`src/design/summed_area_table_query_core_macros.svh`:
```
// Assertion macros shared by the summed-area table query core.
// Each macro samples on clk and is disabled while rst_n is low.
`ifndef SUMMED_AREA_TABLE_QUERY_CORE_MACROS_SVH
`define SUMMED_AREA_TABLE_QUERY_CORE_MACROS_SVH

// Consequent must hold in the same cycle as the antecedent.
`define SATQ_ASSERT_SAME(name, ante, cons, msg) \
    name: assert property (@(posedge clk) disable iff (!rst_n) (ante) |-> (cons)) \
        else $error(msg);

// Consequent must hold in the cycle after the antecedent.
`define SATQ_ASSERT_NEXT(name, ante, cons, msg) \
    name: assert property (@(posedge clk) disable iff (!rst_n) (ante) |=> (cons)) \
        else $error(msg);

`endif

```
`src/design/satq_pkg.sv`:
```
// Package for the summed-area table query core: payload structs, queue entry type
// and fixed constants. No dependencies.
package satq_pkg;

    localparam int IDX_W      = 7;
    localparam int VAL_W      = 16;
    localparam int SUM_W      = 30;
    localparam int CFG_W      = 8;
    localparam int ADDR_MAX_W = 20;
    localparam int TERMS      = 4;

    localparam int QUEUE_DEPTH = 2;
    localparam int QPTR_W      = 1;
    localparam int QCNT_W      = 2;

    localparam logic REG_NUM_ROWS = 1'b0;
    localparam logic REG_NUM_COLS = 1'b1;

    localparam logic [CFG_W-1:0] SIZE_RESET = 8'd128;

    typedef struct packed {
        logic                    kind;
        logic signed [VAL_W-1:0] value;
        logic [IDX_W-1:0]        top_row;
        logic [IDX_W-1:0]        left_col;
        logic [IDX_W-1:0]        bottom_row;
        logic [IDX_W-1:0]        right_col;
    } in_item_t;

    typedef struct packed {
        logic signed [SUM_W-1:0] rect_sum;
        logic                    bad_query;
    } result_t;

    typedef enum logic [1:0] {
        OP_LOAD,
        OP_QUERY,
        OP_BAD
    } op_t;

    // One classified transaction. For a load, addr[0] is the entry written,
    // addr[1] the entry above and data the new row running sum. For a query,
    // addr[0..3] are the four corners in inclusion-exclusion order.
    typedef struct packed {
        op_t                                op;
        logic [TERMS-1:0]                   term_en;
        logic [TERMS-1:0][ADDR_MAX_W-1:0]   addr;
        logic [SUM_W-1:0]                   data;
    } entry_t;

endpackage

```
`src/design/satq_queue.sv`:
```
// Two-entry queue of classified transactions between front and back end.
// Depends on satq_pkg and the assertion macro header.
`include "summed_area_table_query_core_macros.svh"

module satq_queue (
    input  logic             clk,
    input  logic             rst_n,
    input  logic             push,
    input  satq_pkg::entry_t push_data,
    input  logic             pop,
    output satq_pkg::entry_t pop_data,
    output logic             empty,
    output logic             full
);

    satq_pkg::entry_t                 slots [satq_pkg::QUEUE_DEPTH];
    logic [satq_pkg::QPTR_W-1:0]      wr_ptr_reg, wr_ptr_next;
    logic [satq_pkg::QPTR_W-1:0]      rd_ptr_reg, rd_ptr_next;
    logic [satq_pkg::QCNT_W-1:0]      count_reg, count_next;

    assign empty    = count_reg == '0;
    assign full     = count_reg == satq_pkg::QCNT_W'(satq_pkg::QUEUE_DEPTH);
    assign pop_data = slots[rd_ptr_reg];

    always_comb
    begin
        wr_ptr_next = push ? wr_ptr_reg + satq_pkg::QPTR_W'(1) : wr_ptr_reg;
        rd_ptr_next = pop ? rd_ptr_reg + satq_pkg::QPTR_W'(1) : rd_ptr_reg;
        count_next  = count_reg;
        if (push && !pop)
            count_next = count_reg + satq_pkg::QCNT_W'(1);
        else if (pop && !push)
            count_next = count_reg - satq_pkg::QCNT_W'(1);
    end

    always_ff @(posedge clk)
    begin
        if (push)
        begin
            slots[wr_ptr_reg] <= push_data;
        end
    end

    always_ff @(posedge clk or negedge rst_n)
    begin
        if (!rst_n)
        begin
            wr_ptr_reg <= '0;
            rd_ptr_reg <= '0;
            count_reg  <= '0;
        end
        else
        begin
            wr_ptr_reg <= wr_ptr_next;
            rd_ptr_reg <= rd_ptr_next;
            count_reg  <= count_next;
        end
    end

    `SATQ_ASSERT_SAME(a_no_push_when_full, push, !full, "queue pushed while full")
    `SATQ_ASSERT_SAME(a_no_pop_when_empty, pop, !empty, "queue popped while empty")

endmodule

```
`config.mk`:
```
export PLATFORM = sky130hd
export DESIGN_NAME = satq_queue
export DESIGN_NICKNAME = d
export VERILOG_FILES = /design/src/design/satq_pkg.sv /design/src/design/satq_queue.sv
export VERILOG_INCLUDE_DIRS = /design/src /design/src/design
export SDC_FILE = /design/constraint.sdc
export NUM_CORES = 1
export LEC_CHECK = 0
export ABC_AREA = 0
export BUFFER_PORTS_ARGS = -buffer_cell sky130_fd_sc_hd__buf_2
export CORE_MARGIN = 4
export CORE_UTILIZATION = 56
export DETAILED_ROUTE_END_ITERATION = 16
export GPL_ROUTABILITY_DRIVEN = 0
export PLACE_DENSITY = 0.85
export SLEW_MARGIN = 40
export SYNTH_ARGS = -nofsm -noshare
export SYNTH_HDL_FRONTEND = slang
export SYNTH_SLANG_ARGS = --single-unit
```
`constraint.sdc`:
```
create_clock -name clk -period 14.4 [get_ports clk]
set_input_delay 2.88 -clock clk [delete_from_list [all_inputs] [get_ports clk]]
set_output_delay 2.88 -clock clk [all_outputs]
set_load 0.05 [all_outputs]
```
# Word-level counts from Yosys, hierarchy flattened

Memory sizes are Yosys's and may differ from the RTL's.
Index checks and enable logic that the tools add are counted.

Add/subtract/negate cells: 4
Equality and inequality tests: 1
Mux-type cells: 4
Reduce and logical (&&, ||, !) cells: 6

Operator list:

| cell                                                               | count |
|---|---|
| 2-bit 2-to-1 mux                                                   | 2 |
| 1-bit adder, second input constant                                 | 2 |
| 2-bit by 1-bit adder with 2-bit output, second input constant      | 1 |
| 2-bit equality test, second input constant                         | 1 |
| 1-bit logical AND                                                  | 2 |
| 1-bit logical NOT                                                  | 2 |
| 2-bit logical NOT                                                  | 1 |
| 1-bit 2-to-1 mux                                                   | 2 |
| 2-bit nonzero test                                                 | 1 |
| 2-bit by 1-bit subtractor with 2-bit output, second input constant | 1 |

Output and inout bits: 118
Memories: 1
Logic and storage cells: 19
Flip-flop bits (word level): 4
RAM bits: 232
Bits of input ports: 120

Memory list:

| memory | words | bits a word | rd ports | clocked after Yosys merged registers in | write ports | RTL line         | RTL |
|---|---|---|---|---|---|---|---|
| slots  | 2     | 116         | 1        | 0                                       | 1           | satq_queue.sv:16 | `satq_pkg::entry_t slots [satq_pkg::QUEUE_DEPTH];` |

# Logic depth before layout (Yosys ltp)

Gate-level depths: netlist (run 1).

Depth after elaboration: 4
Depth in mapped cells: 5
Depth with buffers taken out: 5

# Least setup slack after synthesis (run 1)

OpenSTA, ideal clock, no wires.

Path kind: input -> register
Start: input port push
End: memory slots[0][0] (netlist bit), enable pin
Setup time: 0.606 ns
Cell stages on the path: 1
Buffers on the path: 0
Data required time: 13.794 ns
Slack: 5.878 ns
Arrival time: 7.916 ns
Cells stage by stage: nor2b_1

Word-level cells in the longest chain between the ends: 2

Ends and longest elaborated chain:

| what                                   | RTL line         | RTL |
|---|---|---|
| start, declared                        | satq_queue.sv:8  | `input logic push,` |
| 1-bit 2-to-1 mux                       | satq_queue.sv:38 | `if (push)` |
| 1-bit 2-to-1 mux (implied by the code) | satq_queue.sv:40 | `slots[wr_ptr_reg] <= push_data;` |
| end, declared                          | satq_queue.sv:16 |  |

Every way passes these cells.

==> impl_metrics.env, run 1 <==
export IMPL_run_status="completed"
export IMPL_drt_iter0_drc=252
export IMPL_crit_path_max_incr_delay_ns=0.63
export IMPL_seq_area_frac_synth=0.8152
export IMPL_global_route_wire_length_before_repair_microns=25520
export IMPL_endpoint_kind="output pin"
export IMPL_drt_total_wl_microns=16410
export IMPL_globalRoute_totalOverflow=0
export IMPL_placeableCoreArea_sq_um=15200
export IMPL_die_area_sq_um=17530
export IMPL_worst_relative_slew_slack=0.4724
export IMPL_leakage_nw=4.212
export IMPL_utilization=0.7146
export IMPL_cts_made_buffers=24
export IMPL_period_share=0.3696
export IMPL_antennaDiodeCount=0
export IMPL_drtAntennaViolNets=0
export IMPL_grt_setup_unrepaired="no"
export IMPL_synth_distinct_cells=13
export IMPL_clockRootBuffer="sky130_fd_sc_hd__clkbuf_16"
export IMPL_syn_instance_count=377
export IMPL_warnings_synthesis=0
export IMPL_fill_cells=942
export IMPL_worst_path_required_time_ns=11.52
export IMPL_boundaryPins=238
export IMPL_hold_viol=0
export IMPL_cp_arrival_ns=2.44
export IMPL_hold_bufs_at_cts=0
export IMPL_path_max_fanout=42
export IMPL_wl_per_cell_microns=19.58
export IMPL_maximum_number_of_pins_on_one_net_before_global_route_repair=86
export IMPL_area_delta_synth_final_pct=25.32
export IMPL_clk_path_buf_depth=3
export IMPL_cts_repair_timing_setup_buffer_count=0
export IMPL_number_of_flip_flops_under_the_largest_register_name=232
export IMPL_dr_total_vias=4452
export IMPL_placement_rows=45
export IMPL_fp_dieW_microns=132.4
export IMPL_firstDrtPassIters=4
export IMPL_timing_fmax_mhz=187.9
export IMPL_count_of_buffers_from_port_buffering=237
export IMPL_timing_final_crit_period_ns=5.322
export IMPL_hold_path_class="register to register"
export IMPL_track_usage=0.1835
export IMPL_synth_nets=498
export IMPL_slew_viol_final=0
export IMPL_critPathLaunchType="register"
export IMPL_cts_tree="built"
export IMPL_clk_transition_reported_paths_ns=0.06
export IMPL_insertion_delay_ns=0.50
export IMPL_number_of_synthesized_register_bits=236
export IMPL_clock_skew_final_ns=0.01053
export IMPL_initial_core_utilization=0.5702
export IMPL_worst_path_max_delay_cell="sky130_fd_sc_hd__buf_4"
export IMPL_crit_type="register to output pin"
export IMPL_timing_setup_tns_ns=0
export IMPL_dpl_hpwl_microns=10910
export IMPL_ir_drop_mv=0.1985
export IMPL_power_density_cell_area_nw_per_um2=236.6
export IMPL_die_h_microns=132.4
export IMPL_antenna_found_initial=1
export IMPL_ordered_cell_list_for_the_critical_path="buf_4 > mux2_2 > buf_2"
export IMPL_max_cap_viol_count=0
export IMPL_synth_cell_area_sq_um=8668
export IMPL_finalNetCount=756
export IMPL_drc_errors=0
export IMPL_synthesis_area_per_instance_sq_um=22.99
export IMPL_tightest_slew_ns=0.7914
export IMPL_number_of_clock_sinks=236
export IMPL_cts_resized=0
export IMPL_setup_viol_count_final=0
export IMPL_cts_htree_levels=1
export IMPL_seq_area_sq_um=7071
export IMPL_multi_input_comb_area_sq_um=1511
export IMPL_detail_route_vias_per_cell=5.313
export IMPL_first_global_vias=4785
export IMPL_drive_above_1_share=0.6077
per-layer routing:
layer  track usage  vias up  share of wire
met5             0        -        0.00073
met3       0.05095       36          0.083
li1              -     2014              -
met1        0.2296     2207           0.39
met2        0.3196      193           0.50
met4       0.04619        2          0.022
synth_stat cells, drive strengths merged:
cell / instances / area, sq um
and2: 1 / 6.260
dfrtp: 4 / 100.1
ha: 1 / 12.51
inv: 1 / 3.750
buf: 13 / 96.34
nor2b: 2 / 12.51
nor2: 2 / 7.510
mux2: 116 / 1419
edfxtp: 232 / 6967
xor2: 4 / 35.03
xnor2: 1 / 8.760
cell usage in the layout, fill, tap and decap left out, drive strengths merged:
master,synthesis,layout
clkinv,0,10
ha,1,1
xnor2,1,1
and2,1,1
clkbuf,0,30
dfrtp,4,4
mux2,116,116
inv,1,1
edfxtp,232,232
bufinv,0,1
xor2,4,4
buf,13,245
nor2,2,2
nor2b,2,2
path summary, 6_finish.rpt:
kind / from / endpoint / slack, ns / depth (start not counted)
max: rd_ptr_reg / pop_data[7] / 9.08 / 3
min: count_reg[1] / count_reg[1] / 0.51 / 1
max reg2reg: wr_ptr_reg / slots[0][101] / 12.41 / 3
min reg2reg: count_reg[1] / count_reg[1] / 0.51 / 1
max in group asynchronous: rst_n / rd_ptr_reg / 12.08 / 1
min in group asynchronous: rst_n / wr_ptr_reg / 2.18 / 1
where the power goes:
part / internal, mW / switching (mW)
logic: 0.305 / 0.744
clock network: 0.332 / 0.231
registers: 0.912 / 0.0461
total: 1.55 / 1.02
critical path: cells and delay by family, from the launching register on:
| kind | cells | cell delay, ns |
|---|---|---|
| flip-flops | 1 | 0.62 |
| multiplexers | 1 | 0.42 |
| buffers and inverters | 2 | 0.85 |
kinds of logic after synthesis:
family                   share of synthesized area
buffers and inverters                      0.01155
adder cells (fa/ha/maj)                   0.001443
AND/OR/NAND/NOR                           0.003032
flip-flops                                  0.8152
multiplexers                                0.1637
XOR/XNOR                                  0.005052
layout make-up:
type	instances	share of cell area
Clock buffer	30	0.05932
Tap cell	188	0.02165
Timing Repair Buffer	245	0.1215
Clock inverter	11	0.007141
Multi-Input combinational cell	127	0.1391
Sequential cell	236	0.6509
Inverter	1	0.0003455
metrics by stage:
stage | hold WS, ns | instances | worst slack [ns] | area [sq um] | power (mW)
after detailed placement | 0.5045 | 795 | 9.475 | 10100 | 2.021
after global routing | 0.5429 | 838 | 8.999 | 10860 | 2.671
after global placement | 0.4723 | 792 | 9.061 | 10030 | 1.982
after CTS | 0.5173 | 836 | 9.061 | 10820 | 2.592
after floorplan | 0.4555 | 377 | 5.878 | 8668 | 1.817
final | 0.5144 | 838 | 9.078 | 10860 | 2.571
Note: power is estimated with default switching activity, not from simulation.
==> run 2: changes to the inputs <==
--- a/config.mk
+++ b/config.mk
@@ -9,10 +9,10 @@
 export ABC_AREA = 0
 export BUFFER_PORTS_ARGS = -buffer_cell sky130_fd_sc_hd__buf_2
 export CORE_MARGIN = 4
-export CORE_UTILIZATION = 56
+export CORE_UTILIZATION = 47
 export DETAILED_ROUTE_END_ITERATION = 16
 export GPL_ROUTABILITY_DRIVEN = 0
-export PLACE_DENSITY = 0.85
+export PLACE_DENSITY = 0.76
 export SLEW_MARGIN = 40
 export SYNTH_ARGS = -nofsm -noshare
 export SYNTH_HDL_FRONTEND = slang
==> constraint.sdc (replaced) <==
create_clock -name clk -period 4.85 [get_ports clk]
set_input_delay 0.97 -clock clk [delete_from_list [all_inputs] [get_ports clk]]
set_output_delay 0.97 -clock clk [all_outputs]
set_load 0.05 [all_outputs]
==> run 2 against run 1 <==
  * Clock-buffer cell count unchanged
  * Die area up 18%
  * Wire length down 0.78%
  * Combinational power rose to 2.9 times the previous value
  * Critical path depth unchanged
  * Global-route usage down 3.1 points
  * Critical path type unchanged
==> impl_metrics.env, run 2 (same netlist as run 1, synthesis figures left out) <==
export IMPL_final_hold_slack_ns=0.2480
export IMPL_boundaryPins=238
export IMPL_tightest_slew_ns=0.6873
export IMPL_run_status="completed"
export IMPL_first_global_vias=4774
export IMPL_globalRoute_totalOverflow=0
export IMPL_routed_wl_met3_microns=1509
export IMPL_final_cell_mix="sky130_fd_sc_hd__buf_2, sky130_fd_sc_hd__edfxtp_1, sky130_fd_sc_hd__mux2_2"
export IMPL_fill_cells=1349
export IMPL_fp_dieW_microns=143.8
export IMPL_power_density_cell_area_nw_per_um2=695.3
export IMPL_worst_setup_path_startpoint="rd_ptr_reg"
export IMPL_timing_fmax_mhz=303.8
export IMPL_seq_area_sq_um=7071
export IMPL_path_max_fanout=103
export IMPL_detail_route_vias_per_cell=4.981
export IMPL_setup_viol_count_final=0
export IMPL_period_share=0.6786
export IMPL_wl_per_cell_microns=18.56
export IMPL_count_of_buffers_from_port_buffering=237
export IMPL_max_cap_viol_count=0
export IMPL_cts_made_buffers=24
export IMPL_initial_core_utilization=0.4809
export IMPL_drt_total_wl_microns=16280
export IMPL_die_h_microns=143.8
export IMPL_dpl_hpwl_microns=10660
export IMPL_ordered_cell_list_for_the_critical_path="buf_12 > mux2_2 > buf_2"
export IMPL_drive_above_1_share=0.6059
export IMPL_worst_case_reg_to_reg_path_depth=2
export IMPL_clock_skew_final_ns=0.02396
export IMPL_clk_transition_reported_paths_ns=0.06
export IMPL_hold_viol=0
export IMPL_leakage_nw=4.161
export IMPL_timing_setup_tns_ns=0
export IMPL_worst_path_max_delay_cell="sky130_fd_sc_hd__dfrtp_4"
export IMPL_number_of_flip_flops_under_the_largest_register_name=232
export IMPL_dr_total_vias=4368
export IMPL_track_usage=0.1520
export IMPL_worst_r2r_setup_slack_ns=2.95
export IMPL_antenna_found_initial=1
export IMPL_grt_setup_unrepaired="no"
export IMPL_crit_type="register to output pin"
export IMPL_drtAntennaViolNets=0
export IMPL_insertion_delay_ns=0.51
export IMPL_crit_reg2reg_launch="wr_ptr_reg"
export IMPL_number_of_clock_sinks=236
export IMPL_m1WireLength_microns=6174
export IMPL_multi_input_comb_area_sq_um=1511
export IMPL_placeableCoreArea_sq_um=18020
export IMPL_finalNetCount=752
export IMPL_timing_final_crit_period_ns=3.291
export IMPL_placement_rows=49
export IMPL_drt_iter0_drc=211
export IMPL_mostFrequentLayoutCell="sky130_fd_sc_hd__buf_2"
export IMPL_firstDrtPassIters=4
export IMPL_maximum_number_of_pins_on_one_net_before_global_route_repair=104
export IMPL_report_power_total_mw=7.518
export IMPL_die_area_sq_um=20680
export IMPL_area_delta_synth_final_pct=24.73
export IMPL_clockRootBuffer="sky130_fd_sc_hd__clkbuf_16"
export IMPL_crit_path_max_incr_delay_ns=0.56
export IMPL_critPathLaunchType="register"
export IMPL_cts_resized=0
export IMPL_worst_r2r_endpoint="slots[1][43]"
export IMPL_hold_bufs_at_cts=0
export IMPL_worst_path_required_time_ns=3.88
export IMPL_cts_htree_levels=1
export IMPL_cp_endpoint="pop_data[3]"
export IMPL_global_route_wire_length_before_repair_microns=24680
export IMPL_ir_drop_mv=0.5074
export IMPL_endpoint_kind="output pin"
export IMPL_top_layer_used="met4"
export IMPL_detailroute_wirelength_met2_microns=8170
export IMPL_cp_arrival_ns=2.32
export IMPL_clk_path_buf_depth=3
export IMPL_slew_viol_final=0
export IMPL_cts_repair_timing_setup_buffer_count=0
export IMPL_drc_errors=0
export IMPL_worst_relative_slew_slack=0.5418
export IMPL_hold_path_class="primary input to async pin"
export IMPL_cts_tree="built"
-- run 2: cell type report --
| type | count | area share |
|---|---|---|
| Sequential cell | 236 | 0.6540 |
| Multi-Input combinational cell | 127 | 0.1398 |
| Timing Repair Buffer | 241 | 0.1151 |
| Clock buffer | 30 | 0.05763 |
| Tap cell | 229 | 0.02650 |
| Clock inverter | 12 | 0.006365 |
| Inverter | 1 | 0.0003472 |
| Antenna cell | 1 | 0.0002315 |
-- run 2: power by group --
part | switching [mW] | internal, mW | leakage [nW]
logic | 2.21 | 0.861 | 1.60
clock network | 0.707 | 0.909 | 0.340
registers | 0.121 | 2.71 | 2.22
total | 3.04 | 4.48 | 4.16
-- run 2: worst max-delay path: cells and delay by family (launching register included) --
family / cells / cell delay [ns]
flops: 1 / 0.56
buf+inv: 2 / 0.75
mux: 1 / 0.44
-- run 2: routing by layer --
metal | track usage | up-vias
met5 | 0 | -
met4 | 0.04163 | 0
met3 | 0.05657 | 28
met2 | 0.2606 | 172
met1 | 0.1818 | 2155
li1 | - | 2013
-- run 2: stage by stage --
step	instances	util	setup slack, ns	instance area [sq um]
after floorplan	377	-	0.4169	8671
after global placement	834	0.5611	2.111	10110
after detailed placement	834	0.5613	2.086	10120
after CTS	876	0.5997	1.518	10810
after global routing	877	0.5998	1.477	10810
final	877	0.5998	1.559	10810
-- run 2: worst min path at each step --
stage | end | slack (ns) | cells after the start
global placement | count_reg[1] | 0.47 | 1
detailed placement | count_reg[1] | 0.50 | 1
finish | count_reg[0] | 0.25 | 1
floorplan | count_reg[1] | 0.46 | 1
CTS | rd_ptr_reg | 0.22 | 1
global route | count_reg[0] | 0.23 | 1
