==> src/design/summed_area_table_query_core_macros.svh <==
// Assertion macros shared by the summed-area table query core.
// Each macro samples on clk and is disabled while rst_n is low.
`ifndef SUMMED_AREA_TABLE_QUERY_CORE_MACROS_SVH
`define SUMMED_AREA_TABLE_QUERY_CORE_MACROS_SVH

// Consequent must hold in the same cycle as the antecedent.
`define SATQ_ASSERT_SAME(name, ante, cons, msg) \
    name: assert property (@(posedge clk) disable iff (!rst_n) (ante) |-> (cons)) \
        else $error(msg);

// Consequent must hold in the cycle after the antecedent.
`define SATQ_ASSERT_NEXT(name, ante, cons, msg) \
    name: assert property (@(posedge clk) disable iff (!rst_n) (ante) |=> (cons)) \
        else $error(msg);

`endif

==> src/design/satq_pkg.sv <==
// Package for the summed-area table query core: payload structs, queue entry type
// and fixed constants. No dependencies.
package satq_pkg;

    localparam int IDX_W      = 7;
    localparam int VAL_W      = 16;
    localparam int SUM_W      = 30;
    localparam int CFG_W      = 8;
    localparam int ADDR_MAX_W = 20;
    localparam int TERMS      = 4;

    localparam int QUEUE_DEPTH = 2;
    localparam int QPTR_W      = 1;
    localparam int QCNT_W      = 2;

    localparam logic REG_NUM_ROWS = 1'b0;
    localparam logic REG_NUM_COLS = 1'b1;

    localparam logic [CFG_W-1:0] SIZE_RESET = 8'd128;

    typedef struct packed {
        logic                    kind;
        logic signed [VAL_W-1:0] value;
        logic [IDX_W-1:0]        top_row;
        logic [IDX_W-1:0]        left_col;
        logic [IDX_W-1:0]        bottom_row;
        logic [IDX_W-1:0]        right_col;
    } in_item_t;

    typedef struct packed {
        logic signed [SUM_W-1:0] rect_sum;
        logic                    bad_query;
    } result_t;

    typedef enum logic [1:0] {
        OP_LOAD,
        OP_QUERY,
        OP_BAD
    } op_t;

    // One classified transaction. For a load, addr[0] is the entry written,
    // addr[1] the entry above and data the new row running sum. For a query,
    // addr[0..3] are the four corners in inclusion-exclusion order.
    typedef struct packed {
        op_t                                op;
        logic [TERMS-1:0]                   term_en;
        logic [TERMS-1:0][ADDR_MAX_W-1:0]   addr;
        logic [SUM_W-1:0]                   data;
    } entry_t;

endpackage

==> src/design/satq_front.sv <==
// Front end: size registers, load position tracking and classification of each
// transaction into a queue entry. Depends on satq_pkg.
module satq_front #(
    parameter int MAX_ROWS    = 128,
    parameter int MAX_COLS    = 128,
    parameter int VALUE_WIDTH = 16
) (
    input  logic                       clk,
    input  logic                       rst_n,
    input  logic                       accept,
    input  satq_pkg::in_item_t         item,
    input  logic                       cfg_we,
    input  logic                       cfg_index,
    input  logic [satq_pkg::CFG_W-1:0] cfg_data,
    output logic                       push,
    output satq_pkg::entry_t           entry
);

    localparam int ROW_W   = $clog2(MAX_ROWS);
    localparam int COL_W   = $clog2(MAX_COLS);
    localparam int RCNT_W  = $clog2(MAX_ROWS + 1);
    localparam int CCNT_W  = $clog2(MAX_COLS + 1);
    localparam int AW      = satq_pkg::ADDR_MAX_W;
    localparam int SW      = satq_pkg::SUM_W;

    logic [satq_pkg::CFG_W-1:0] num_rows_reg, num_rows_next;
    logic [satq_pkg::CFG_W-1:0] num_cols_reg, num_cols_next;
    logic [ROW_W-1:0]           load_row_reg, load_row_next;
    logic [COL_W-1:0]           load_col_reg, load_col_next;
    logic [SW-1:0]              run_sum_reg, run_sum_next;

    logic [RCNT_W-1:0] rows_use;
    logic [CCNT_W-1:0] cols_use;
    logic [31:0]       raw_value;
    logic [31:0]       elem_ext;
    logic [SW-1:0]     sum_new;
    logic              col_last;
    logic              row_last;
    logic              bad;
    logic [ROW_W-1:0]  q_b, q_t1;
    logic [COL_W-1:0]  q_r, q_l1;
    logic              has_top, has_left;

    function automatic logic [AW-1:0] addr_of(input logic [ROW_W-1:0] row,
                                              input logic [COL_W-1:0] col);
        addr_of = AW'(row) * AW'(MAX_COLS) + AW'(col);
    endfunction

    // Sizes in use are the registers saturated to 1..MAX.
    always_comb
    begin
        if (num_rows_reg == '0)
            rows_use = RCNT_W'(1);
        else if (32'(num_rows_reg) > 32'(MAX_ROWS))
            rows_use = RCNT_W'(MAX_ROWS);
        else
            rows_use = RCNT_W'(num_rows_reg);

        if (num_cols_reg == '0)
            cols_use = CCNT_W'(1);
        else if (32'(num_cols_reg) > 32'(MAX_COLS))
            cols_use = CCNT_W'(MAX_COLS);
        else
            cols_use = CCNT_W'(num_cols_reg);
    end

    // Element value: low VALUE_WIDTH bits taken as two's complement.
    assign raw_value = {{(32 - satq_pkg::VAL_W){1'b0}}, item.value};
    assign elem_ext  = 32'(signed'(raw_value[VALUE_WIDTH-1:0]));
    assign sum_new   = run_sum_reg + elem_ext[SW-1:0];

    assign col_last = (32'(load_col_reg) + 32'd1) >= 32'(cols_use);
    assign row_last = (32'(load_row_reg) + 32'd1) >= 32'(rows_use);

    assign bad = (item.top_row > item.bottom_row) || (item.left_col > item.right_col)
              || (32'(item.bottom_row) >= 32'(rows_use))
              || (32'(item.right_col) >= 32'(cols_use));

    assign has_top  = item.top_row != '0;
    assign has_left = item.left_col != '0;
    assign q_b  = ROW_W'(item.bottom_row);
    assign q_r  = COL_W'(item.right_col);
    assign q_t1 = ROW_W'(item.top_row - satq_pkg::IDX_W'(1));
    assign q_l1 = COL_W'(item.left_col - satq_pkg::IDX_W'(1));

    always_comb
    begin
        entry   = '0;
        push    = accept;
        if (item.kind == 1'b0)
        begin
            entry.op         = satq_pkg::OP_LOAD;
            entry.data       = sum_new;
            entry.term_en[0] = 1'b1;
            entry.term_en[1] = load_row_reg != '0;
            entry.addr[0]    = addr_of(load_row_reg, load_col_reg);
            entry.addr[1]    = addr_of(load_row_reg - ROW_W'(1), load_col_reg);
        end
        else if (bad)
        begin
            entry.op = satq_pkg::OP_BAD;
        end
        else
        begin
            entry.op      = satq_pkg::OP_QUERY;
            entry.term_en = {has_top && has_left, has_left, has_top, 1'b1};
            entry.addr[0] = addr_of(q_b, q_r);
            entry.addr[1] = addr_of(q_t1, q_r);
            entry.addr[2] = addr_of(q_b, q_l1);
            entry.addr[3] = addr_of(q_t1, q_l1);
        end
    end

    always_comb
    begin
        num_rows_next = num_rows_reg;
        num_cols_next = num_cols_reg;
        load_row_next = load_row_reg;
        load_col_next = load_col_reg;
        run_sum_next  = run_sum_reg;
        if (cfg_we)
        begin
            // A size write restarts loading; table contents stay.
            case (cfg_index)
                satq_pkg::REG_NUM_ROWS: num_rows_next = cfg_data;
                satq_pkg::REG_NUM_COLS: num_cols_next = cfg_data;
                default:                num_rows_next = num_rows_reg;
            endcase
            load_row_next = '0;
            load_col_next = '0;
            run_sum_next  = '0;
        end
        else if (accept && item.kind == 1'b0)
        begin
            if (col_last)
            begin
                load_col_next = '0;
                run_sum_next  = '0;
                load_row_next = row_last ? '0 : load_row_reg + ROW_W'(1);
            end
            else
            begin
                load_col_next = load_col_reg + COL_W'(1);
                run_sum_next  = sum_new;
            end
        end
    end

    always_ff @(posedge clk or negedge rst_n)
    begin
        if (!rst_n)
        begin
            num_rows_reg <= satq_pkg::SIZE_RESET;
            num_cols_reg <= satq_pkg::SIZE_RESET;
            load_row_reg <= '0;
            load_col_reg <= '0;
            run_sum_reg  <= '0;
        end
        else
        begin
            num_rows_reg <= num_rows_next;
            num_cols_reg <= num_cols_next;
            load_row_reg <= load_row_next;
            load_col_reg <= load_col_next;
            run_sum_reg  <= run_sum_next;
        end
    end

endmodule

==> config.mk <==
export PLATFORM = sky130hd
export DESIGN_NAME = satq_front
export DESIGN_NICKNAME = d
export VERILOG_FILES = /design/src/design/summed_area_table_query_core_macros.svh /design/src/design/satq_pkg.sv /design/src/design/satq_front.sv
export SDC_FILE = /design/constraint.sdc
export NUM_CORES = 1
export LEC_CHECK = 0
export ABC_AREA = 1
export ABC_CLOCK_PERIOD_IN_PS = 3200
export BUFFER_PORTS_ARGS = -buffer_cell sky130_fd_sc_hd__buf_4
export CAP_MARGIN = 20
export CORE_UTILIZATION = 55
export CTS_CLUSTER_SIZE = 14
export DETAILED_ROUTE_END_ITERATION = 8
export PLACE_DENSITY = 0.82
export SLEW_MARGIN = 5
export SYNTH_ARGS = -nofsm -noshare
export SYNTH_HDL_FRONTEND = slang
export SYNTH_SLANG_ARGS = --single-unit
==> constraint.sdc <==
create_clock -name clk -period 3.2 [get_ports clk]
set_input_delay 0.16 -clock clk [delete_from_list [all_inputs] [get_ports clk]]
set_output_delay 0.16 -clock clk [all_outputs]
set_load 0.005 [all_outputs]
; ---- After elaboration in Yosys (flattened, before gate mapping)
; Index checks and enable logic that the tools add are counted.
; W data, S select, Z words.
[totals]
reg_bits = 60
inputBits = 58
output_inout_bits = 117
word_cells = 66
[op_classes]
add_sub_neg = 14
n_lt_le_gt_ge = 8
muxes = 22
n_bitwise = 2
n_reduce_logical = 15
[op_table]
columns = cell, count
row1 = $mux W30, 4
row2 = $add A14 B7 Y15, 6
row3 = $mux W84, 1
row4 = $mux W40, 2
row5 = $mux W7, 7
row6 = $mux W8, 4
row7 = $add A30 B30 Y30, 1
row8 = $reduce_bool A7 Y1, 3
row9 = $sub A7 B1 Y7 const B, 3
row10 = $add A7 B1 Y8 const B, 2
row11 = $ge A7 B8 Y1, 2
row12 = $ge A8 B8 Y1, 2
row13 = $gt A8 B8 Y1 const B, 2
row14 = $logic_not A8 Y1, 2
row15 = $add A7 B1 Y7 const B, 2
row16 = $gt A7 B7 Y1, 2
row17 = $mux W2, 4
row18 = $reduce_and A2 Y1, 3
row19 = $reduce_bool A2 Y1, 2
row20 = $logic_or A1 B1 Y1, 3
row21 = $logic_and A1 B1 Y1, 2
row22 = $not A1 Y1, 2

; ---- Depth between registers and ports, before layout
; Gate-level depths: netlist (run 1).
[depth]
word_depth = 8
mapped_depth = 16
depth_no_buf = 15

; ---- Worst setup path before layout (run 1)
; Ideal clock, no wire load.
[synth_path]
path_kind = flip-flop to output port
startpoint = register num_cols_reg[0] in the netlist's numbering
endpoint = output port entry[90] in the netlist's numbering
arrival_ns = 2.337
t_required_ns = 3.040
path_slack_ns = 0.703
stages_incl_launch_ff = 16
n_path_buf = 1
cell_sequence = dfrtp_1 -> nor2_1 -> nand2_1 -> nor4_1 -> nor2_1 -> inv_1 -> nand2_1 -> ha_1 -> a21oi_1 -> nor2_1 -> a21oi_1 -> nand2_1 -> nor2_2 -> nand3_2 -> nor2_1 -> buf_4
[synth_rtl]
columns = element, line_no
row1 = from (decl), satq_front.sv:27  ; logic [satq_pkg::CFG_W-1:0] num_cols_reg, num_cols_next;
row2 = from (signal assigned), satq_front.sv:154  ; num_cols_reg <= satq_pkg::SIZE_RESET;
row3 = from (signal assigned), satq_front.sv:162  ; num_cols_reg <= num_cols_next;
row4 = to (decl), satq_front.sv:16  ; output satq_pkg::entry_t entry

==> results of run 1 <==
==> cell families (layout without fill, tap and decap cells) <==
kind of cell | Yosys count | count (layout) | synth area share, %
simple gates | 617 | 618 | 36.3
buf+inv | 240 | 357 | 15.5
compound gates | 109 | 109 | 8.15
fa+ha+maj | 82 | 82 | 14.5
flops | 60 | 60 | 21.1
xor+xnor | 35 | 35 | 4.30
other cells | 1 | 24 | 0.0526
mux | 1 | 1 | 0.140
==> per-stage QoR <==
| step | setup TNS, ns | cell area (um^2) | std cells |
|---|---|---|---|
| after floorplan | 0 | 7210 | 1168 |
| after detailed placement | 0 | 8160 | 1434 |
| final | 0 | 8700 | 1458 |
| after CTS | 0 | 8490 | 1453 |
| after global routing | -1.02 | 8700 | 1458 |
| after global placement | 0 | 8160 | 1434 |
==> worst min-delay path: stages <==
cell and delay (ns):
buf_4 0.11, inv_1 0.07, o21ai_1 0.07
==> power groups by stage <==
stage	logic [uW]	clock network, uW	registers [uW]
final	3280	993	1110
after detailed placement	3150	0	1110
after floorplan	2220	0	1080
after CTS	3180	1000	1100
after global routing	3730	1040	1140
after global placement	3100	0	1110
==> synth_stat cells <==
cell type  count  area [um^2]
a21o_1         2         15.0
a21oi_1       45          225
a21oi_4        1         16.3
and2_1         6         37.5
buf_2          3         15.0
buf_4         45          338
buf_6          4         45.0
clkbuf_1      10         37.5
conb_1         1         3.75
dfrtp_1       58         1450
dfstp_2        2         52.6
fa_1           1         20.0
ha_1          81         1010
inv_1        172          646
inv_2          6         22.5
mux2i_1        1         10.0
nand2_1      389         1460
nand2_2        2         12.5
nand3_1       47          235
nand3_2        1         10.0
nand3b_1       5         37.5
nand4_1       32          200
nand4_2        3         37.5
nor2_1       107          402
nor2_2         1         6.26
nor2_4         2         22.5
nor3_1        15         75.1
nor3_2         1         10.0
nor4_1         3         18.8
o21a_1         2         15.0
o21ai_0       33          165
o21ai_1       20          100
o21ai_2        1         8.76
o21bai_1       3         22.5
o22ai_1        2         12.5
or2_2          3         18.8
xnor2_1       16          140
xor2_1        19          166
==> worst max path at each step <==
stage | start | endpoint | cells after the start
global route | num_cols_reg[0]$_DFFE_PN0P_ | entry[70] | 16
finish | num_cols_reg[3]$_DFFE_PN0P_ | entry[73] | 16
global placement | num_rows_reg[2]$_DFFE_PN0P_ | entry[113] | 16
detailed placement | num_rows_reg[2]$_DFFE_PN0P_ | entry[96] | 15
floorplan | num_cols_reg[0]$_DFFE_PN0P_ | entry[90] | 15
CTS | num_cols_reg[3]$_DFFE_PN0P_ | entry[96] | 16
==> metal layers <==
metal  track usage (%)  up-vias  routed length, um
li1                  -     3812                  -
met5                 0        -                  0
met1              34.7     3406               8070
met4              12.0        0                662
met2              53.5      263               9660
met3              4.29       55               1080
==> final cells by class <==
type	count	area, um^2	area share, %
clock buffers	9	225	2.59
flip-flops and latches	60	1500	17.3
multi-input cells	869	4770	54.8
repair buffers	163	1250	14.3
clock inverters	7	75.1	0.863
well taps	172	215	2.47
inverters	178	668	7.68
==> timing repair <==
item / 4_1_cts / 5_1_grt
pin swaps: 1 / 8
cloned: 0 / 3
resized for setup: 1 / 38
hold buffers: 1 / 0
endpoints found under the hold margin: 58 / 0
setup endpoints to repair: 6 / 62
buffers inserted: 2 / 2
==> results by group, run 1 <==
Run status
  • Status: complete, no violations

Clock tree
  • CTS Buf Count: 9
  • CTS clk-pin slew, worst paths: 0.06 ns
  • CTS tree: built
  • Clock root buffer: clkbuf_16
  • Clock tree buffer depth: 2
  • H-tree depth: 3
  • Worst-Skew Late Latency: about 0.34 ns
  • Clk sinks: 60

Synth
  • Avg Cell Area, Syn: 6.22 um^2
  • Synth warn: 0
  • Sequential area share after synthesis: 21.1%
  • Cell Area, Synth: between 7000 and 8000 um^2
  • Synth cell types: 38
  • Seq cells post-synth: 60
  • Synth Instances: roughly 1,100

Timing
  • Crit path time final: approximately 3.1 ns
  • Fin crit share: a little over nine tenths
  • Max Clk Rate: between 0.3 and 0.4 GHz
  • Setup violations, final: 0
  • Max Slew Vio Count: 0
  • Worst-margin pin slew: approximately 0.78 ns
  • Layout Skew: between 0.008 and 0.009 ns
  • Relative slew margins: about half
  • Final setup margin: between 0.1 and 0.15 ns
  • Final Hold Vio Count: 0
  • RSZ-0062 raised after global routing: true
  • WHS: between 0.07 and 0.08 ns

Cells and area
  • Layout area overhead: 22.1%
  • Antenna Cells: 0
  • Commonest non-fill, non-tap cell in the layout: nand2_1
  • Nets: ~1,400
  • Util after Layout: just under 70%
  • Most frequent cells in the layout: 385 x nand2_1, 170 x inv_1, 155 x buf_4
  • Largest register FFs: 30
  • Fill count: between 1,000 and 1,500
  • Share of cells above drive strength 1: between 10% and 20%

Routing
  • Post-DRT Antenna Nets: 0
  • DRT iter0 DRCs: just under 400
  • Final wirelength: ~20 mm
  • Vias per cell: between 5 and 6
  • Wirelength per Cell: 13.3 um
  • 1st-pass router iterations: 5
  • Vias: between 7,000 and 8,000
  • DRC: 0

Floorplanning
  • Std cell rows: 41
  • Die Area: approximately 13,000 um^2
  • Core ar.: approximately 13,000 um^2
  • Io pins: between 150 and 200
  • Initial Util: a little under three fifths
  • DIE HEIGHT: between 100 and 150 um
  • Die width: 116 um

Setup path
  • Cells along the critical path: nor2_1, nand2_1, nor4_4, nor2_2, nor2_1, ha_1, inv_1, a21oi_1, o21ai_0, nand2_1, nand2_1, nor2_4, buf_6, nand3_4, nor2_4, buf_4
  • Crit path max fanout: 5
  • RR Endpoint: run_sum_reg[21]$_DFFE_PN0P_
  • Delay-heaviest family, CP: simple AND/OR/NAND/NOR gates
  • Crit path DAT: approximately 2.9 ns
  • Setup CP Type: flip-flop to output port
  • Crit. End Element: output port
  • Worst stage delay on the critical path: 0.41 ns
  • Worst Setup Start Kind: flip-flop
  • Reg2Reg Depth: 14
  • R2R Path Start: num_cols_reg[3]$_DFFE_PN0P_
  • Req. time, crit path: 3.04 ns
  • Worst Path Buf+Inv: 3
  • Most used cell, CP: nand2_1
  • R2r setup slk: roughly 0.44 ns
  • Crit-path slowest cell: dfrtp_1

Power
  • Internal power: roughly 2900 uW
  • Design Power: 5390 uW
  • Seq pwr share: 20.7%
  • Worst VDD drop: between 0.0003 and 0.0004 V
  • Sw Share: a little under half
  • Comb pwr share: roughly 60%
  • Clk network pwr share: 18.4%
  • Pwr Density: just over 600 nW/um^2
  • LEAKAGE: just over 0.005 uW
  • Switching Power: 2480 uW

Placed design
  • Post-Place Worst Slack: 0.318 ns
  • HPWL after DPL: 14.9 mm
  • Gpl congestion: slightly above 0.9
  • # port buffers: 150

Global route
  • Pin count of the biggest net entering global routing: around 60
  • Initial antenna violation count: 0
  • Total GRT Usage: between 20 and 30%
  • GRT overflow: 0
  • First-pass GRT wire length: between 30 and 40 mm
  • Vias in the first global route: around 7,000

Min path
  • Hold_sp: cfg_data[7]
  • Worst Hold Path Cells: 3
  • Worst hold path type: input port to flip-flop
  • Min-Delay Endpoint: num_rows_reg[7]$_DFFE_PN1P_

Job
  • Max Cap Violations: 0
Power figures use the tool's default switching activity.
==> run 2: changes to the inputs <==
ABC_CLOCK_PERIOD_IN_PS = 2930   (was 3200)
clock period = 2.93 ns   (was 3.2 ns; I/O delays follow)
==> results by group, run 2 (synthesis gave the netlist of run 1 again) <==
Run status
  • Status: finished, violations left
  • Failing checks: negative setup slack

Cells and area
  • Area of the multi-input gates: 4820 um^2 (+1.1%)
  • Fill count: 1,105 (-1.9%)
  • Nets: 1,432 (+0.77%)
  • Largest register FFs: 30 (unchanged)
  • Most frequent cells in the layout: 380 x nand2_1, 169 x inv_1, 157 x buf_4
  • Layout area overhead: 25.4%
  • Fin cells: 1,469 (+0.75%)
  • Sequential cell area: 1500 um^2 (unchanged)
  • Antenna Cells: 0 (unchanged)
  • Util after Layout: 70.8% (+1.8 points)
  • Commonest non-fill, non-tap cell in the layout: nand2_1
  • Share of cells above drive strength 1: 19.0% (+1.5 points)

Timing
  • Relative slew margins: 31.8% (-16 points)
  • Fin crit share: 108%
  • Final Hold Vio Count: 0 (unchanged)
  • Setup violations, final: 62 (+62)
  • Worst-margin pin slew: 1.02 ns (+0.242 ns)
  • WHS: 0.0851 ns (+0.00716 ns)
  • Max Clk Rate: 0.315 GHz
  • RSZ-0062 raised after global routing: true
  • Crit path time final: about 3.2 ns
  • Layout Skew: 0.0114 ns (+0.00290 ns)
  • Max Slew Vio Count: 0 (unchanged)
  • Final setup margin: -0.244 ns (-0.346 ns)

Floorplanning
  • Die Area: 13,400 um^2 (unchanged)
  • Io pins: 175 (unchanged)
  • Std cell rows: 41 (unchanged)
  • DIE HEIGHT: 116 um (unchanged)
  • Initial Util: 56.5% (unchanged)
  • Core ar.: 12,600 um^2 (unchanged)
  • Die width: 116 um (unchanged)

Routing
  • DRT iter0 DRCs: 559 (+43%)
  • Final wirelength: 20.3 mm (+4.2%)
  • Vias per cell: 5.26 (+1.7%)
  • Wirelength per Cell: 13.8 um (+3.4%)
  • Met3 Routed Length: 1.34 mm (+24%)
  • DRC: 0 (unchanged)
  • Wl on met1: 8.31 mm (+3.0%)
  • Vias: 7,725 (+2.5%)
  • Post-DRT Antenna Nets: 0 (unchanged)
  • Top Layer Used: met4
  • 1st-pass router iterations: 6 (+1)
  • Met2 WL post-DR: 9.98 mm (+3.4%)

Setup path
  • Crit path DAT: 3.03 ns (+0.09 ns)
  • R2r setup slk: 0.12 ns (-0.32 ns)
  • Most used cell, CP: nand2_1
  • Cells along the critical path: nor2_2, nand2_1, nor4_2, nor2_1, inv_2, nand2_2, ha_4, nand2_1, o21ai_0, nand2_1, nand3_2, nor2_4, buf_12, buf_8, nand2_2, nand2_1, inv_1, buf_4
  • RR Endpoint: load_row_reg[0]$_DFFE_PN0P_
  • Delay-heaviest family, CP: simple AND/OR/NAND/NOR gates
  • Worst Setup Start Kind: flip-flop
  • Crit. End Element: output port
  • Req. time, crit path: 2.78 ns (-0.26 ns)
  • R2R Path Start: num_rows_reg[1]$_DFFE_PN0P_
  • Reg2Reg Depth: 15 (+1)
  • CP Depth: 18 (+2)
  • Crit path max fanout: 6 (+1)
  • Crit-path slowest cell: dfrtp_1
  • Setup CP Type: flip-flop to output port
  • Worst stage delay on the critical path: 0.39 ns (-0.02 ns)
  • Worst Path Buf+Inv: 5 (+2)

Placed design
  • Gpl congestion: 0.911 (-0.18%)
  • DP Cell Count: 1,433 (-0.070%)
  • Post-Place Worst Slack: 0.174 ns (-0.144 ns)
  • # port buffers: 150 (unchanged)
  • HPWL after DPL: 15.0 mm (+0.21%)

Min path
  • Hold_sp: cfg_data[7]
  • Worst hold path type: input port to flip-flop
  • Worst Hold Path Cells: 3 (unchanged)
  • Min-Delay Endpoint: num_rows_reg[7]$_DFFE_PN1P_

Clock tree
  • Clock root buffer: clkbuf_16
  • Clock tree buffer depth: 2 (unchanged)
  • CTS Buf Count: 9 (unchanged)
  • CTS tree: built
  • CTS clk-pin slew, worst paths: 0.05 ns (about the same)
  • Clk sinks: 60 (unchanged)
  • H-tree depth: 3 (unchanged)
  • Worst-Skew Late Latency: 0.34 ns (about the same)

Global route
  • GRT overflow: 0 (unchanged)
  • Initial antenna violation count: 0 (unchanged)
  • First-pass GRT wire length: 31.8 mm (+2.1%)
  • Total GRT Usage: 30.0% (+0.56 points)
  • Pin count of the biggest net entering global routing: 61 (unchanged)
  • Vias in the first global route: 6,992 (+2.4%)

Power
  • Design Power: 6070 uW (+13%)
  • LEAKAGE: 0.00525 uW (+1.7%)
  • Pwr Density: 679 nW/um^2 (+9.7%)
  • Worst VDD drop: 0.000486 V (+26%)

Job
  • Max Cap Violations: 0 (unchanged)
## run 2: cell count changes in the layout (fill, tap and decap cells not counted), moves of 3 or more
cell and change:
buf_6 +7, buf_12 +3, nand2_4 +3, nand2_1 -5, nor2_4 +4
## run 2: worst max path at each step
| stage | start | endpoint | slack, ns |
|---|---|---|---|
| finish | num_rows_reg[1]$_DFFE_PN0P_ | entry[115] | -0.24 |
| floorplan | num_cols_reg[0]$_DFFE_PN0P_ | entry[90] | 0.45 |
| global placement | num_rows_reg[2]$_DFFE_PN0P_ | entry[76] | 0.26 |
| CTS | num_rows_reg[0]$_DFFE_PN0P_ | entry[103] | -0.005 |
| global route | num_rows_reg[1]$_DFFE_PN0P_ | entry[62] | -0.39 |
| detailed placement | num_rows_reg[0]$_DFFE_PN0P_ | entry[96] | 0.17 |
## run 2: timing repair
item,in CTS,in global routing
hold endpoints to repair,58,0
resized for setup,13,51
pin swaps,1,20
gates cloned,2,1
hold buffers,1,0
endpoints found under the setup margin,61,71
buffers inserted,6,10
## run 2: cell type report
cell class	count	share of cell area, %
Tap cell	172	2.41
Timing Repair Buffer	174	15.7
Multi-Input combinational cell	869	53.9
Clock buffer	9	2.52
Clock inverter	7	1.11
Sequential cell	60	16.8
Inverter	178	7.48
## run 2: stage by stage
step,instance area [um^2],setup TNS [ns]
after global routing,8930,-21.21
after floorplan,7210,0
after global placement,8160,0
after detailed placement,8160,0
final,8930,-12.87
after CTS,8600,-0.00954
## run 2: worst reg2reg max path, stage by stage (launching register included)
cell and delay, ns:
dfrtp_1 0.39, nor2_2 0.12, nand2_1 0.08, nor4_2 0.33, nor2_1 0.13, inv_2 0.16
nand2_4 0.08, buf_4 0.14, buf_4 0.13, ha_1 0.31, a21oi_1 0.19, o21a_1 0.13
nand3_1 0.20, nor3_1 0.21, nand2_1 0.07, o21ai_1 0.07
## run 2: power by group
part           switching (uW)  internal (uW)
combinational            2180           1520
sequential                160           1050
clock                     409            748
total                    2750           3320
## run 2: layer usage
metal	global-route usage, %	vias to the layer above
met5	0	-
met4	12.8	0
met3	4.50	52
met2	53.9	340
li1	-	3841
met1	35.6	3492
==> run 3: changes to the inputs <==
CORE_UTILIZATION = 33   (was 55)
PLACE_DENSITY = not set   (was 0.82)
RECOVER_POWER = 100   (was not set)
==> results by group, run 3 (synthesis gave the netlist of run 1 again) <==
Cells and area
  • Commonest non-fill, non-tap cell in the layout: nand2_1
  • Fill count: 2,187 (+98%)
  • Largest register FFs: 30 (unchanged)
  • Sequential cell area: 1500 um^2 (unchanged)
  • Share of cells above drive strength 1: 21.6% (+2.6 points)
  • Antenna Cells: 0 (unchanged)
  • Nets: 1,440 (+0.56%)
  • Util after Layout: 44.3% (-27 points)
  • Most frequent cells in the layout: 372 x nand2_1, 167 x inv_1, 155 x buf_4
  • Area of the multi-input gates: 4970 um^2 (+3.2%)
  • Layout area overhead: 31.0%

Routing
  • Post-DRT Antenna Nets: 0 (unchanged)
  • Vias: 7,400 (-4.2%)
  • DRT iter0 DRCs: 358 (-36%)
  • Final wirelength: 22.0 mm (+8.6%)
  • 1st-pass router iterations: 5 (-1)
  • DRC: 0 (unchanged)
  • Vias per cell: 4.68 (-11%)
  • Wirelength per Cell: 13.9 um (+0.95%)

Timing
  • TNS Setup: -1.36 ns (+11.51 ns)
  • Relative slew margins: 26.2% (-5.6 points)
  • Final setup margin: -0.0908 ns (+0.154 ns)
  • Max Clk Rate: 0.331 GHz (+5.1%)
  • Layout Skew: 0.00852 ns (-0.00283 ns)
  • Crit path time final: 3.02 ns (-0.154 ns)
  • Fin crit share: 103% (-5.2 points)
  • Final Hold Vio Count: 0 (unchanged)
  • Setup violations, final: 47 (-24%)
  • RSZ-0062 raised after global routing: true
  • Max Slew Vio Count: 0 (unchanged)
  • Worst-margin pin slew: 1.10 ns (+0.0844 ns)

Power
  • LEAKAGE: 0.00534 uW (+1.5%)
  • Sw Share: 45.9% (+0.63 points)
  • Switching Power: 2830 uW (+3.2%)
  • Design Power: 6170 uW (+1.8%)
  • Clk network pwr share: 17.8% (-1.3 points)
  • Internal power: 3340 uW (+0.57%)
  • Pwr Density: 661 nW/um^2 (-2.6%)
  • Worst VDD drop: 0.000310 V (-36%)
  • Comb pwr share: 62.5% (+1.5 points)
  • Seq pwr share: 19.7% (-0.2 points)

Placed design
  • Gpl congestion: 0.913 (+0.18%)
  • # port buffers: 150 (unchanged)
  • HPWL after DPL: 16.9 mm (+13%)
  • Post-Place Worst Slack: 0.0718 ns (-0.102 ns)

Floorplanning
  • Io pins: 175 (unchanged)
  • Die width: 149 um (+29%)
  • Std cell rows: 53 (+29%)
  • DIE HEIGHT: 149 um (+29%)
  • Core ar.: 21,100 um^2 (+67%)
  • Die Area: 22,200 um^2 (+65%)
  • Initial Util: 33.8% (-23 points)

Setup path
  • Req. time, crit path: 2.78 ns (about the same)
  • Setup CP Type: flip-flop to output port
  • Worst Setup Start Kind: flip-flop
  • Worst stage delay on the critical path: 0.39 ns (about the same)
  • Crit path max fanout: 8 (+2)
  • Crit-path slowest cell: dfrtp_1
  • Crit. End Element: output port
  • Crit path DAT: 2.87 ns (-0.16 ns)
  • Cells along the critical path: nor2_2, nand2_1, nor4_4, nor2_2, inv_2, nand2_4, ha_4, a21oi_2, nor2_1, a21oi_1, nand3_2, nor2_4, buf_6, clkbuf_16, nand4_1, nand2_1, buf_4

Global route
  • Vias in the first global route: 6,948 (-0.63%)
  • Total GRT Usage: 19.5% (-11 points)
  • GRT overflow: 0 (unchanged)
  • Initial antenna violation count: 0 (unchanged)
  • Pin count of the biggest net entering global routing: 61 (unchanged)
  • First-pass GRT wire length: 34.1 mm (+7.1%)

Clock tree
  • H-tree depth: 3 (unchanged)
  • Worst-Skew Late Latency: 0.36 ns (+0.02 ns)
  • CTS tree: built
  • Clock root buffer: clkbuf_16
  • Clk sinks: 60 (unchanged)
  • CTS Buf Count: 9 (unchanged)
  • CTS clk-pin slew, worst paths: 0.05 ns (about the same)
  • Clock tree buffer depth: 2 (unchanged)

Run status
  • Status: finished, violations left
  • Failing checks: negative setup slack

Min path
  • Worst hold path type: input port to flip-flop

Job
  • Max Cap Violations: 0 (unchanged)
==> run 3: changes by cell type in the layout (fill, tap and decap cells not counted), moves of 5 or more <==
cell | before | now
buf_6 | 11 | 17
nand2_1 | 380 | 372
nand2_2 | 8 | 13
nor2_1 | 97 | 91
nor3_1 | 14 | 9
nor3_2 | 2 | 7
==> run 3: per-stage QoR <==
stage	instance area [um^2]	hold slack, ns	instances
6_report	9330	0.0778	1580
3_3_place_gp	8320	0.292	1538
5_1_grt	9330	0.0863	1580
4_1_cts	8800	0.0624	1565
3_5_place_dp	8320	0.296	1538
2_1_floorplan	7210	-0.149	1168
==> run 3: timing repair <==
item | in CTS | in global routing
hold buffers | 1 | 0
hold endpoints to repair | 58 | 0
gates cloned | 0 | 4
setup buffers | 10 | 11
setup endpoints to repair | 62 | 76
gates resized for setup | 23 | 80
pin swaps | 5 | 20
==> run 3: final timing paths <==
path                                              from                          end  slack (ns)  cells past startpoint
setup / recovery           num_rows_reg[2]$_DFFE_PN0P_                    entry[60]       -0.09                     17
min in group asynchronous                        rst_n  run_sum_reg[20]$_DFFE_PN0P_        0.43                      2
hold reg to reg            run_sum_reg[17]$_DFFE_PN0P_  run_sum_reg[17]$_DFFE_PN0P_        0.48                      2
setup reg to reg           num_rows_reg[2]$_DFFE_PN0P_  load_row_reg[2]$_DFFE_PN0P_       -0.01                     20
hold / removal                             cfg_data[6]  num_rows_reg[6]$_DFFE_PN0P_        0.08                      3
max in group asynchronous                        rst_n  load_col_reg[6]$_DFFE_PN0P_        1.96                      2
==> run 3: cell type report <==
class	count	area share [%]
clock inverter	6	0.684
inverter	178	7.16
tap	275	3.69
sequential	60	16.1
multi-input combinational	869	53.3
timing repair buffer	182	16.5
clock buffer	10	2.56
==> run 3: critical path: cells and delay by family (launching register included) <==
kind	cells	cell delay [ns]
compound gates	2	0.25
fa+ha+maj	1	0.22
buf+inv	4	0.53
flops	1	0.39
simple gates	10	1.13
==> run 3: power by group through the flow <==
stage / logic, uW / clock network [uW] / registers (uW)
5_1_grt: 4400 / 1160 / 1240
4_1_cts: 3620 / 1130 / 1210
3_5_place_dp: 3550 / 0 / 1220
3_3_place_gp: 3530 / 0 / 1210
2_1_floorplan: 2420 / 0 / 1170
6_report: 3860 / 1100 / 1210
==> run 3: per-layer routing <==
layer	part of all wire (%)	wire, um	global-route usage (%)	up-vias
met2	49	10800	34.2	180
met5	0	0	0	-
met3	4.3	947	2.78	29
met1	45	9830	24.0	3322
met4	2.1	469	6.94	0
li1	-	-	-	3869
